$ cat config.mk
export PLATFORM = sky130hd
export DESIGN_NAME = fp32_adder_core
export DESIGN_NICKNAME = d
export VERILOG_FILES = /design/src/fpa_pkg.sv /design/src/fp32_adder_core.sv
export SDC_FILE = /design/constraint.sdc
export NUM_CORES = 1
export LEC_CHECK = 0
export BUFFER_PORTS_ARGS = -buffer_cell sky130_fd_sc_hd__clkbuf_2
export CAP_MARGIN = 20
export CORE_ASPECT_RATIO = 1.25
export CORE_UTILIZATION = 44
export CTS_CLUSTER_DIAMETER = 30
export DETAILED_ROUTE_END_ITERATION = 10
export GPL_TIMING_DRIVEN = 0
export PLACE_DENSITY_LB_ADDON = 0.12
export REMOVE_ABC_BUFFERS = 1
export SLEW_MARGIN = 0
export SYNTH_ARGS = -nofsm -noshare
export SYNTH_HDL_FRONTEND = slang
export SYNTH_SLANG_ARGS = --single-unit
export TNS_END_PERCENT = 20
$ cat constraint.sdc
create_clock -name clk_i -period 14.49 [get_ports clk_i]
set_input_delay 2.898 -clock clk_i [delete_from_list [all_inputs] [get_ports clk_i]]
set_output_delay 2.898 -clock clk_i [all_outputs]
set_load 0.01 [all_outputs]
$ cat src/fpa_pkg.sv
// Package for the binary32 adder: field constants and helpers.
// No dependencies.
package fpa_pkg;
  localparam logic [31:0] CanonNan = 32'h7FC0_0000;
  localparam logic [30:0] InfMag   = 31'h7F80_0000;
  localparam logic [7:0]  ExpMax   = 8'hFF;

  // count leading zeros of a 27-bit magnitude (27 when zero)
  function automatic logic [4:0] clz27(input logic [26:0] v);
    logic [4:0] n;
    logic       found;
    n = 5'd27;
    found = 1'b0;
    for (int i = 26; i >= 0; i--) begin
      if (v[i] && !found) begin
        n = 5'(26 - i);
        found = 1'b1;
      end
    end
    return n;
  endfunction
endpackage

$ cat src/fp32_adder_core.sv
// Binary32 adder, round to nearest even.
// The result strobe follows the start transfer through the input and result registers.
// Throughput: one addition per cycle; busy is always low.
// Reset: rst_ni asynchronous active low clears the strobe pipeline; no other state.
// The receiver cannot stall: each result shows for exactly one cycle.
module fp32_adder_core
  import fpa_pkg::*;
(
  input  logic        clk_i,
  input  logic        rst_ni,
  input  logic        start,
  output logic        busy,
  input  logic [31:0] operand_a_i,
  input  logic [31:0] operand_b_i,
  output logic        done_o,
  output logic [31:0] sum_o
);
  logic        vin_q, vout_q;
  logic [31:0] a_q, b_q, sum_q, sum_d;

  assign busy   = 1'b0;
  assign done_o = vout_q;
  assign sum_o  = sum_q;

  // strobe pipeline
  always_ff @(posedge clk_i or negedge rst_ni) begin
    if (!rst_ni) begin
      vin_q  <= 1'b0;
      vout_q <= 1'b0;
    end else begin
      vin_q  <= start;
      vout_q <= vin_q;
    end
  end

  // payload registers
  always_ff @(posedge clk_i) begin
    if (start) begin
      a_q <= operand_a_i;
      b_q <= operand_b_i;
    end
    if (vin_q) sum_q <= sum_d;
  end

  // single-pass add datapath
  logic        sa, sb, sbig, ssml, nan_a, nan_b, inf_a, inf_b, swap;
  logic [30:0] ma, mb;
  logic [31:0] big, sml;
  logic [7:0]  eb, es, d;
  logic [26:0] mbig, msml, sh, lostmask;
  logic [27:0] m;
  logic [26:0] mn;
  logic [9:0]  e;
  logic [4:0]  lz, ls;
  logic [23:0] mr0;
  logic [24:0] mr;
  logic [2:0]  rem;

  always_comb begin
    sa = a_q[31]; sb = b_q[31];
    ma = a_q[30:0]; mb = b_q[30:0];
    nan_a = ma > InfMag; nan_b = mb > InfMag;
    inf_a = ma == InfMag; inf_b = mb == InfMag;
    swap = ma < mb;
    big = swap ? b_q : a_q;
    sml = swap ? a_q : b_q;
    sbig = big[31]; ssml = sml[31];
    eb = (big[30:23] == 8'd0) ? 8'd1 : big[30:23];
    es = (sml[30:23] == 8'd0) ? 8'd1 : sml[30:23];
    mbig = {big[30:23] != 8'd0, big[22:0], 3'b000};
    msml = {sml[30:23] != 8'd0, sml[22:0], 3'b000};
    d = eb - es;
    // align with sticky
    if (d >= 8'd27) begin
      lostmask = '0;
      sh = {26'd0, msml != 27'd0};
    end else begin
      lostmask = ~(27'h7FF_FFFF << d[4:0]);
      sh = (msml >> d[4:0]) | {26'd0, (msml & lostmask) != 27'd0};
    end
    m = (sbig == ssml) ? {1'b0, mbig} + {1'b0, sh} : {1'b0, mbig} - {1'b0, sh};
    e = {2'b0, eb};
    // normalize
    lz = clz27(m[26:0]);
    if (m[27]) begin
      mn = m[27:1] | {26'd0, m[0]};
      e = e + 10'd1;
      ls = 5'd0;
    end else begin
      ls = ({5'd0, lz} < e - 10'd1) ? lz : 5'(e - 10'd1);
      mn = m[26:0] << ls;
      e = e - {5'd0, ls};
    end
    // round to nearest even
    mr0 = mn[26:3];
    rem = mn[2:0];
    mr = {1'b0, mr0} + {24'd0, (rem > 3'd4) || (rem == 3'd4 && mr0[0])};
    if (mr[24]) begin
      mr = mr >> 1;
      e = e + 10'd1;
    end
    // specials and packing
    priority if (nan_a || nan_b) sum_d = CanonNan;
    else if (inf_a && inf_b)     sum_d = (sa == sb) ? a_q : CanonNan;
    else if (inf_a)              sum_d = a_q;
    else if (inf_b)              sum_d = b_q;
    else if (m == 28'd0)         sum_d = {(sbig == ssml) & sbig, 31'd0};
    else if (e >= {2'b0, ExpMax}) sum_d = {sbig, InfMag};
    else sum_d = {sbig, mr[23] ? e[7:0] : 8'd0, mr[22:0]};
  end
endmodule

; ---- After elaboration in Yosys (flattened, before gate mapping)
; Cells that the tools add are included.
[classes]
reduce_logical = 63
n_eq_ne = 5
n_lt_le_gt_ge = 7
addsub = 8
mux = 71
shift = 3
bitwise = 5
[op_table]
columns = op, count
row1 = $mux 32, 7
row2 = $mux 5, 28
row3 = $eq 31x31->1 const B, 2
row4 = $gt 31x31->1 const B, 2
row5 = $mux 27, 2
row6 = $or 27x1->27, 2
row7 = $lt 31x31->1, 1
row8 = $mux 31, 1
row9 = $add 27x27->28, 1
row10 = $logic_and 1x1->1, 28
row11 = $logic_not 28->1, 1
row12 = $mux 28, 1
row13 = $sub 27x27->28, 1
row14 = $and 27x27->27, 1
row15 = $not 27->27, 1
row16 = $reduce_bool 27->1, 1
row17 = $shl 27x5->27, 1
row18 = $shl 27x5->27 const A, 1
row19 = $shr 27x5->27, 1
row20 = $logic_not 1->1, 26
row21 = $mux 1, 26
row22 = $add 24x1->25, 1
row23 = $mux 24, 1
row24 = $mux 8, 3
row25 = other kinds (17), 22
[totals]
inputBits = 67
ff_bits = 98
word_cells = 167

; ---- Logic depth before layout (Yosys ltp)
; Gate-level depths: netlist of the first run.
[logic_depth]
word_depth = 107
ltp_mapped = 79
depth_no_buf = 69

; ---- Worst setup path after synthesis of the first run
; No wires, ideal clock.
[synth_timing]
path_type = reg-to-reg
startpoint = register a_q[22]
endpoint = register sum_q[11] (netlist: sum_o[11]), data pin
setup_ns = 0.170
t_arrival_ns = 15.580
path_slack_ns = -1.261
n_path_buf = 14
t_required_ns = 14.320
synth_period_minus_slack_ns = 15.751
stages_incl_launch_ff = 70
cell_sequence = edfxtp_1 ha_1 nand4_1 nor3_1 a221oi_2 nand2_1 a21oi_2 buf_6 buf_4 buf_2 buf_1 clkbuf_1 buf_1 clkbuf_1 o211ai_1 ha_1 fa_1 xor2_2 (+34 left out) inv_2 buf_1 buf_2 ha_1 nor2b_1 o21ai_0 nand2b_1 xnor2_1 mux2i_1 nand2_1 nor3_1 and2_1 nand2_1 nor4_1 mux2i_1 or4b_4 buf_6 nor4_2
[synth_via]
elab_chain_len = 107
elab_cells_between_ends = 156
cone_classes = 8 x add/sub / 6 x order compare / 3 x eq/ne / 3 x shift / 69 x mux / 4 x bitwise / 63 x reduce/logical
[synth_rtl]
columns = item, line_no
row1 = start: declaration, fp32_adder_core.sv:19  ; logic [31:0] a_q, b_q, sum_q, sum_d;
row2 = start signal: assignment, fp32_adder_core.sv:39  ; a_q <= operand_a_i;
row3 = "parallel branches: the longest is 107 deep, another holds $lt 31x31->1", --
row4 = end signal: assignment, fp32_adder_core.sv:42  ; if (vin_q) sum_q <= sum_d;
row5 = end: declaration, fp32_adder_core.sv:19
; Parallel ways; which one is timed is not known.
; A chain may end at the register's enable or synchronous reset.

; ---- Worst setup path in the final report of the first run
[layout_timing]
startpoint = register b_q[2]
endpoint = register sum_q[7] (netlist: sum_o[7]), data pin
[layout_via]
elab_chain_len = 107
elab_cells_between_ends = 156
cone_classes = 8 x add/sub / 6 x order compare / 3 x eq/ne / 3 x shift / 69 x mux / 4 x bitwise / 63 x reduce/logical
[layout_rtl]
columns = item, line_no
row1 = start: declaration, fp32_adder_core.sv:19
row2 = start signal: assignment, fp32_adder_core.sv:40  ; b_q <= operand_b_i;
row3 = "parallel branches: the longest is 107 deep, another holds $lt 31x31->1", --
; Parallel ways; which one is timed is not known.

==> impl_metrics.env, run 1 <==
export IMPL_crit_path_max_fanout=28
export IMPL_n_antenna_cell=0
export IMPL_vias=18000
export IMPL_ys_types=109
export IMPL_regArea_um2=2930
export IMPL_netlist_instances=2031
export IMPL_fin_crit_sh=0.977
export IMPL_crit_type="flip-flop to flip-flop"
export IMPL_cts_root_buf="clkbuf_16"
export IMPL_nFillCells=3221
export IMPL_die_area_um2=35800
export IMPL_holdCritStartpoint="vin_q$_DFF_PN0_"
export IMPL_ys_flop_type="edfxtp_1"
export IMPL_report_final_slew_viol_count=0
export IMPL_die_w_um=169
export IMPL_final_cells=2692
export IMPL_cts_hold_buf=0
export IMPL_yosysTopAreaCell="edfxtp_1"
export IMPL_slowest_stage="or4b_4"
export IMPL_final_cell_mix="nand2_1 (236), nor2_1 (168), buf_4 (159)"
export IMPL_path_clk_slew_ns=0.08
export IMPL_start_util=0.447
export IMPL_yosysSeqAreaShare=0.190
export IMPL_ios=101
export IMPL_irDropWorstVdd_uv=105
export IMPL_h_tree_depth=3
export IMPL_gr_total_overflow=0
export IMPL_grt_pass1_vias=16800
export IMPL_hold_viol=0
export IMPL_setup_ws_ns=0.337
export IMPL_drive_gt1_frac=0.260
export IMPL_crit_buf_inv=9
export IMPL_drc=0
export IMPL_clk_latency_ns=0.38
export IMPL_numCtsBuffers=9
export IMPL_syn_cell_area_um2=15400
export IMPL_hp_class="flip-flop to flip-flop"
export IMPL_cpPeakStageDelay_ns=0.69
export IMPL_grt_pass1_wl_mm=97.0
export IMPL_track_usage=0.355
export IMPL_timing_fmax_mhz=70.7
export IMPL_final_common_cell="nand2_1"
export IMPL_grt_max_degree=66
export IMPL_fp_row_count=76
export IMPL_synth_area_leaders="edfxtp_1 (19%), ha_1 (8.1%), mux2i_1 (6.8%)"
export IMPL_crit_start="b_q[2]$_DFFE_PP_"
export IMPL_post_place_ws_ns=-5.97
export IMPL_r2r_start="b_q[2]$_DFFE_PP_"
export IMPL_antenna_found_initial=0
export IMPL_gp_congestion=0.994
export IMPL_wl_met2_mm=32.0
export IMPL_syn_area_per_cell_um2=7.59
export IMPL_clock_sinks=98
export IMPL_placed_cells=2497
export IMPL_tightestPinTransition_ns=1.19
export IMPL_setup_violations=0
export IMPL_route_top_layer_used="met4"
export IMPL_start_kind="flip-flop"
export IMPL_cp_depth=55
export IMPL_core_area_um2=34500
export IMPL_slew_headroom=0.204
export IMPL_io_buffers=99
export IMPL_total_power_w=0.00455
export IMPL_syn2layout_area_growth_pct=26.4
export IMPL_dr_pass1_iters=6
export IMPL_cap_violations=0
export IMPL_wl_met1_mm=23.6
export IMPL_viasPerCell=6.70
export IMPL_synth_top_area_frac=0.187
export IMPL_period_minus_slack_ns=14.15
export IMPL_yosysWarnings=0
export IMPL_cp_end_kind="flip-flop"
export IMPL_drt_wl_total_mm=66.4
export IMPL_required_ns=14.70
export IMPL_outcome="completed"
export IMPL_multiInputGateArea_um2=13000
export IMPL_reg2reg_depth=55
export IMPL_dieHeight_um=211
export IMPL_cts_tree="done"
export IMPL_fin_skew_ns=0.0114
export IMPL_hpwlAfterDp_mm=46.7
export IMPL_clockBufferDepth=2
export IMPL_powerDensity_nw_per_um2=234
export IMPL_dr_wl_met3_mm=4.67
export IMPL_wl_per_cell_um=24.7
export IMPL_cp_common_cell="o31a_1"
export IMPL_critPathArrivalTime_ns=14.37
export IMPL_drt_initial_drc_count=2006
export IMPL_cp_top_family="compound AO/OA/AOI/OAI gates"
export IMPL_async_flop_share=0.0204
export IMPL_nets=2389
export IMPL_postRouteAntennaNets=0
export IMPL_p_leak_nw=7.98
export IMPL_fin_tns_setup_ns=0
export IMPL_ys_ff_latch=98
export IMPL_min_path_cells=0
export IMPL_synth_edff_count=96
area by class of cell:
type,count,area share
Tap cell,468,0.0300
Multi-Input combinational cell,1708,0.666
Inverter,113,0.0252
Timing Repair Buffer,285,0.112
Clock inverter,7,0.00327
Sequential cell,98,0.150
Clock buffer,9,0.0116
Timing Repair inverter,4,0.00173
repair_timing:
action                                  4_1_cts  5_1_grt
resized for setup                           140      132
buffers inserted                             89       73
pin swaps                                    39       59
cloned                                        7        9
endpoints found under the setup margin       32       31
worst paths after layout:
kind,to,slack [ns]
max in group asynchronous,vin_q$_DFF_PN0_,12.11
setup / recovery,sum_o[7]$_SDFFCE_PP0P_,0.34
hold reg to reg,done_o$_DFF_PN0_,0.66
setup reg to reg,sum_o[7]$_SDFFCE_PP0P_,0.34
hold / removal,done_o$_DFF_PN0_,0.66
min in group asynchronous,done_o$_DFF_PN0_,2.28
power breakdown:
part,internal (W),switching (W)
combinational,0.00146,0.00241
sequential,0.000410,0.0000273
clock,0.000120,0.000126
total,0.00199,0.00256
sequential cells by signal (all words and copies together) (netlist names):
| name | cells |
|---|---|
| vin_q | 1 |
| b_q | 32 |
| done_o | 1 |
| a_q | 32 |
| sum_o | 32 |
per-stage QoR:
step	utilization	hold slack (ns)	cell area, um^2
6_report	0.565	0.657	19500
5_1_grt	0.565	0.686	19500
4_1_cts	0.526	0.660	18200
3_5_place_dp	0.476	0.651	16400
3_3_place_gp	0.463	0.781	16000
2_1_floorplan	-	0.716	14900
synth_stat cells (all sizes together) (8+ instances only):
cell type and instances:
buf 36, xor2 17, or2 8, a21boi 10
a32oi 9, edfxtp 96, nand2 243, and3 18
o211ai 40, or4 10, a21o 24, a31oi 23
nand3 72, mux2i 105, o221ai 9, nand2b 23
o21a 12, o21ai 126, and2 17, mux2 26
o31ai 9, or3 16, ha 100, nor3 59
o22ai 11, nor2 174, a221oi 11, xnor2 40
inv 112, clkbuf 82, nand4 43, nor2b 18
a22oi 15, o21bai 18, a211o 11, a211oi 36
nor4 34, a21oi 178, mux4 14
logic make-up after synthesis:
| family | after synthesis | synth area share |
|---|---|---|
| compound gates | 625 | 0.272 |
| other cells | 1 | 0.000243 |
| mux | 145 | 0.108 |
| simple gates | 769 | 0.250 |
| buf+inv | 231 | 0.0606 |
| xor+xnor | 57 | 0.0338 |
| fa+ha+maj | 105 | 0.0864 |
| flops | 98 | 0.190 |
worst reg2reg max path, delay by kind of cell (launching register included):
family / cells / cell delay (ns)
buffers and inverters: 9 / 1.60
flip-flops: 1 / 0.44
AND/OR/NAND/NOR: 16 / 4.39
multiplexers: 3 / 1.05
adder cells (fa/ha/maj): 5 / 1.59
AO/OA/AOI/OAI: 21 / 4.63
XOR/XNOR: 1 / 0.30
routing by layer:
| layer | track usage | vias to the layer above |
|---|---|---|
| li1 | - | 8065 |
| met1 | 0.383 | 8516 |
| met2 | 0.620 | 1088 |
| met3 | 0.0570 | 379 |
| met4 | 0.276 | 0 |
| met5 | 0 | - |
Power figures use the tool's default switching activity.
==> inputs of run 2 (changes only) <==
- CTS_BUF_LIST: unset -> sky130_fd_sc_hd__clkbuf_8
==> run 2 against run 1 <==
  * Sequential power hardly changed
  * Routed wire length is 0.28% lower
  * Setup slack worse by 0.022 ns
  * Sequential cell count stayed put
  * Final area is 0.30% lower
  * Combinational power hardly changed
  * Clock-buffer cell count stayed put
==> impl_metrics.env, run 2 (same netlist as run 1, synthesis figures left out) <==
export IMPL_h_tree_depth=3
export IMPL_pwr_share_comb=0.862
export IMPL_gr_total_overflow=0
export IMPL_cpPeakStageDelay_ns=0.67
export IMPL_drt_wl_total_mm=66.3
export IMPL_placed_cells=2497
export IMPL_cts_root_buf="clkbuf_8"
export IMPL_setup_ws_ns=0.315
export IMPL_track_usage=0.356
export IMPL_die_area_um2=35800
export IMPL_slew_headroom=0.239
export IMPL_fin_crit_sh=0.978
export IMPL_gp_congestion=0.994
export IMPL_total_power_w=0.00450
export IMPL_n_antenna_cell=0
export IMPL_powerDensity_nw_per_um2=232
export IMPL_power_internal_w=0.00195
export IMPL_clockBufferDepth=2
export IMPL_p_leak_nw=7.97
export IMPL_syn2layout_area_growth_pct=26.1
export IMPL_design_area_um2=19400
export IMPL_final_cells=2689
export IMPL_hp_class="flip-flop to flip-flop"
export IMPL_dieHeight_um=211
export IMPL_grt_pass1_vias=16800
export IMPL_post_place_ws_ns=-5.97
export IMPL_vias=17900
export IMPL_p_clk_frac=0.041
export IMPL_antenna_found_initial=1
export IMPL_power_frac_seq=0.097
export IMPL_fin_tns_setup_ns=0
export IMPL_dr_pass1_iters=7
export IMPL_path_clk_slew_ns=0.11
export IMPL_viasPerCell=6.65
export IMPL_cap_violations=0
export IMPL_fp_row_count=76
export IMPL_drt_initial_drc_count=2125
export IMPL_hold_viol=0
export IMPL_numCtsBuffers=9
export IMPL_required_ns=14.77
export IMPL_grt_pass1_wl_mm=96.9
export IMPL_p_sw_w=0.00256
export IMPL_start_kind="flip-flop"
export IMPL_cp_end_kind="flip-flop"
export IMPL_ios=101
export IMPL_irDropWorstVdd_uv=119
export IMPL_hpwlAfterDp_mm=46.7
export IMPL_period_minus_slack_ns=14.17
export IMPL_postRouteAntennaNets=0
export IMPL_outcome="completed"
export IMPL_cp_common_cell="buf_4"
export IMPL_drive_gt1_frac=0.262
export IMPL_cts_hold_buf=0
export IMPL_cts_tree="done"
export IMPL_crit_path_max_fanout=17
export IMPL_clk_latency_ns=0.44
export IMPL_setup_violations=0
export IMPL_grt_max_degree=66
export IMPL_clock_sinks=98
export IMPL_final_common_cell="nand2_1"
export IMPL_fin_skew_ns=0.0159
export IMPL_timing_fmax_mhz=70.5
export IMPL_start_util=0.447
export IMPL_critPathArrivalTime_ns=14.45
export IMPL_report_final_slew_viol_count=0
export IMPL_drc=0
export IMPL_io_buffers=99
export IMPL_switching_share=0.567
export IMPL_nets=2386
export IMPL_core_area_um2=34500
export IMPL_wl_per_cell_um=24.6
export IMPL_crit_type="flip-flop to flip-flop"
export IMPL_placed_cell_area_um2=16400
export IMPL_die_w_um=169
export IMPL_final_cell_mix="nand2_1 (235), nor2_1 (168), a21oi_1 (156)"
export IMPL_slowest_stage="or4b_4"
export IMPL_tightestPinTransition_ns=1.14
## run 2: changes by cell type in the layout (fill, tap and decap cells not counted), sizes merged
cell / change
clkinv: -2
buf: -2
inv: +3
bufbuf: +1
clkbuf: -2
clkinvlp: -1
## run 2: power by group through the flow
stage	combinational, W	clock, W	sequential [W]
final	0.00388	0.000184	0.000436
after global routing	0.00407	0.000197	0.000443
after CTS	0.00340	0.000189	0.000437
after detailed placement	0.00306	0	0.000456
after global placement	0.00299	0	0.000456
after floorplan	0.00206	0	0.000470
## run 2: through the flow
| stage | utilization | hold slack, ns |
|---|---|---|
| floorplan | - | 0.716 |
| global placement | 0.463 | 0.781 |
| detailed placement | 0.476 | 0.651 |
| CTS | 0.524 | 0.664 |
| global route | 0.563 | 0.690 |
| finish | 0.563 | 0.661 |
## run 2: layer usage
layer / vias up / global-route usage / wire, um
met3: 379 / 0.0566 / 4660
li1: 8045 / - / -
met1: 8344 / 0.386 / 23600
met4: 2 / 0.290 / 6680
met5: - / 0 / 13
met2: 1100 / 0.613 / 31300
## run 2: final timing paths
check,start,end,slack [ns],depth (start not counted)
hold reg to reg,vin_q$_DFF_PN0_,done_o$_DFF_PN0_,0.66,0
setup / recovery,b_q[23]$_DFFE_PP_,sum_o[7]$_SDFFCE_PP0P_,0.32,53
setup reg to reg,b_q[23]$_DFFE_PP_,sum_o[7]$_SDFFCE_PP0P_,0.32,53
hold / removal,vin_q$_DFF_PN0_,done_o$_DFF_PN0_,0.66,0
min in group asynchronous,rst_ni,done_o$_DFF_PN0_,2.22,1
max in group asynchronous,rst_ni,vin_q$_DFF_PN0_,12.18,1
## run 2: area by class of cell
cell class | count | area, um^2
fill | 3213 | 15100
multi-input combinational | 1708 | 13000
sequential | 98 | 2930
timing repair buffer | 282 | 2180
tap | 468 | 586
inverter | 113 | 490
clock buffer | 9 | 124
clock inverter | 7 | 63.8
timing repair inverter | 4 | 33.8
## run 2: critical path: cells and delay by family (launching register included)
family / cells / cell delay [ns]
buffers and inverters: 10 / 1.79
DFF: 1 / 0.45
muxes: 6 / 1.15
adders and majority gates: 5 / 1.49
AOI/OAI and AO/OA: 13 / 3.42
xor gates and xnor gates: 2 / 0.55
and+or+nand+nor: 17 / 5.09
## run 2: what timing repair did
item,in CTS,in global routing
cloned,8,8
setup endpoints to repair,32,31
hold endpoints to repair,0,0
pin swaps,33,61
resized for setup,136,151
buffers inserted,92,67
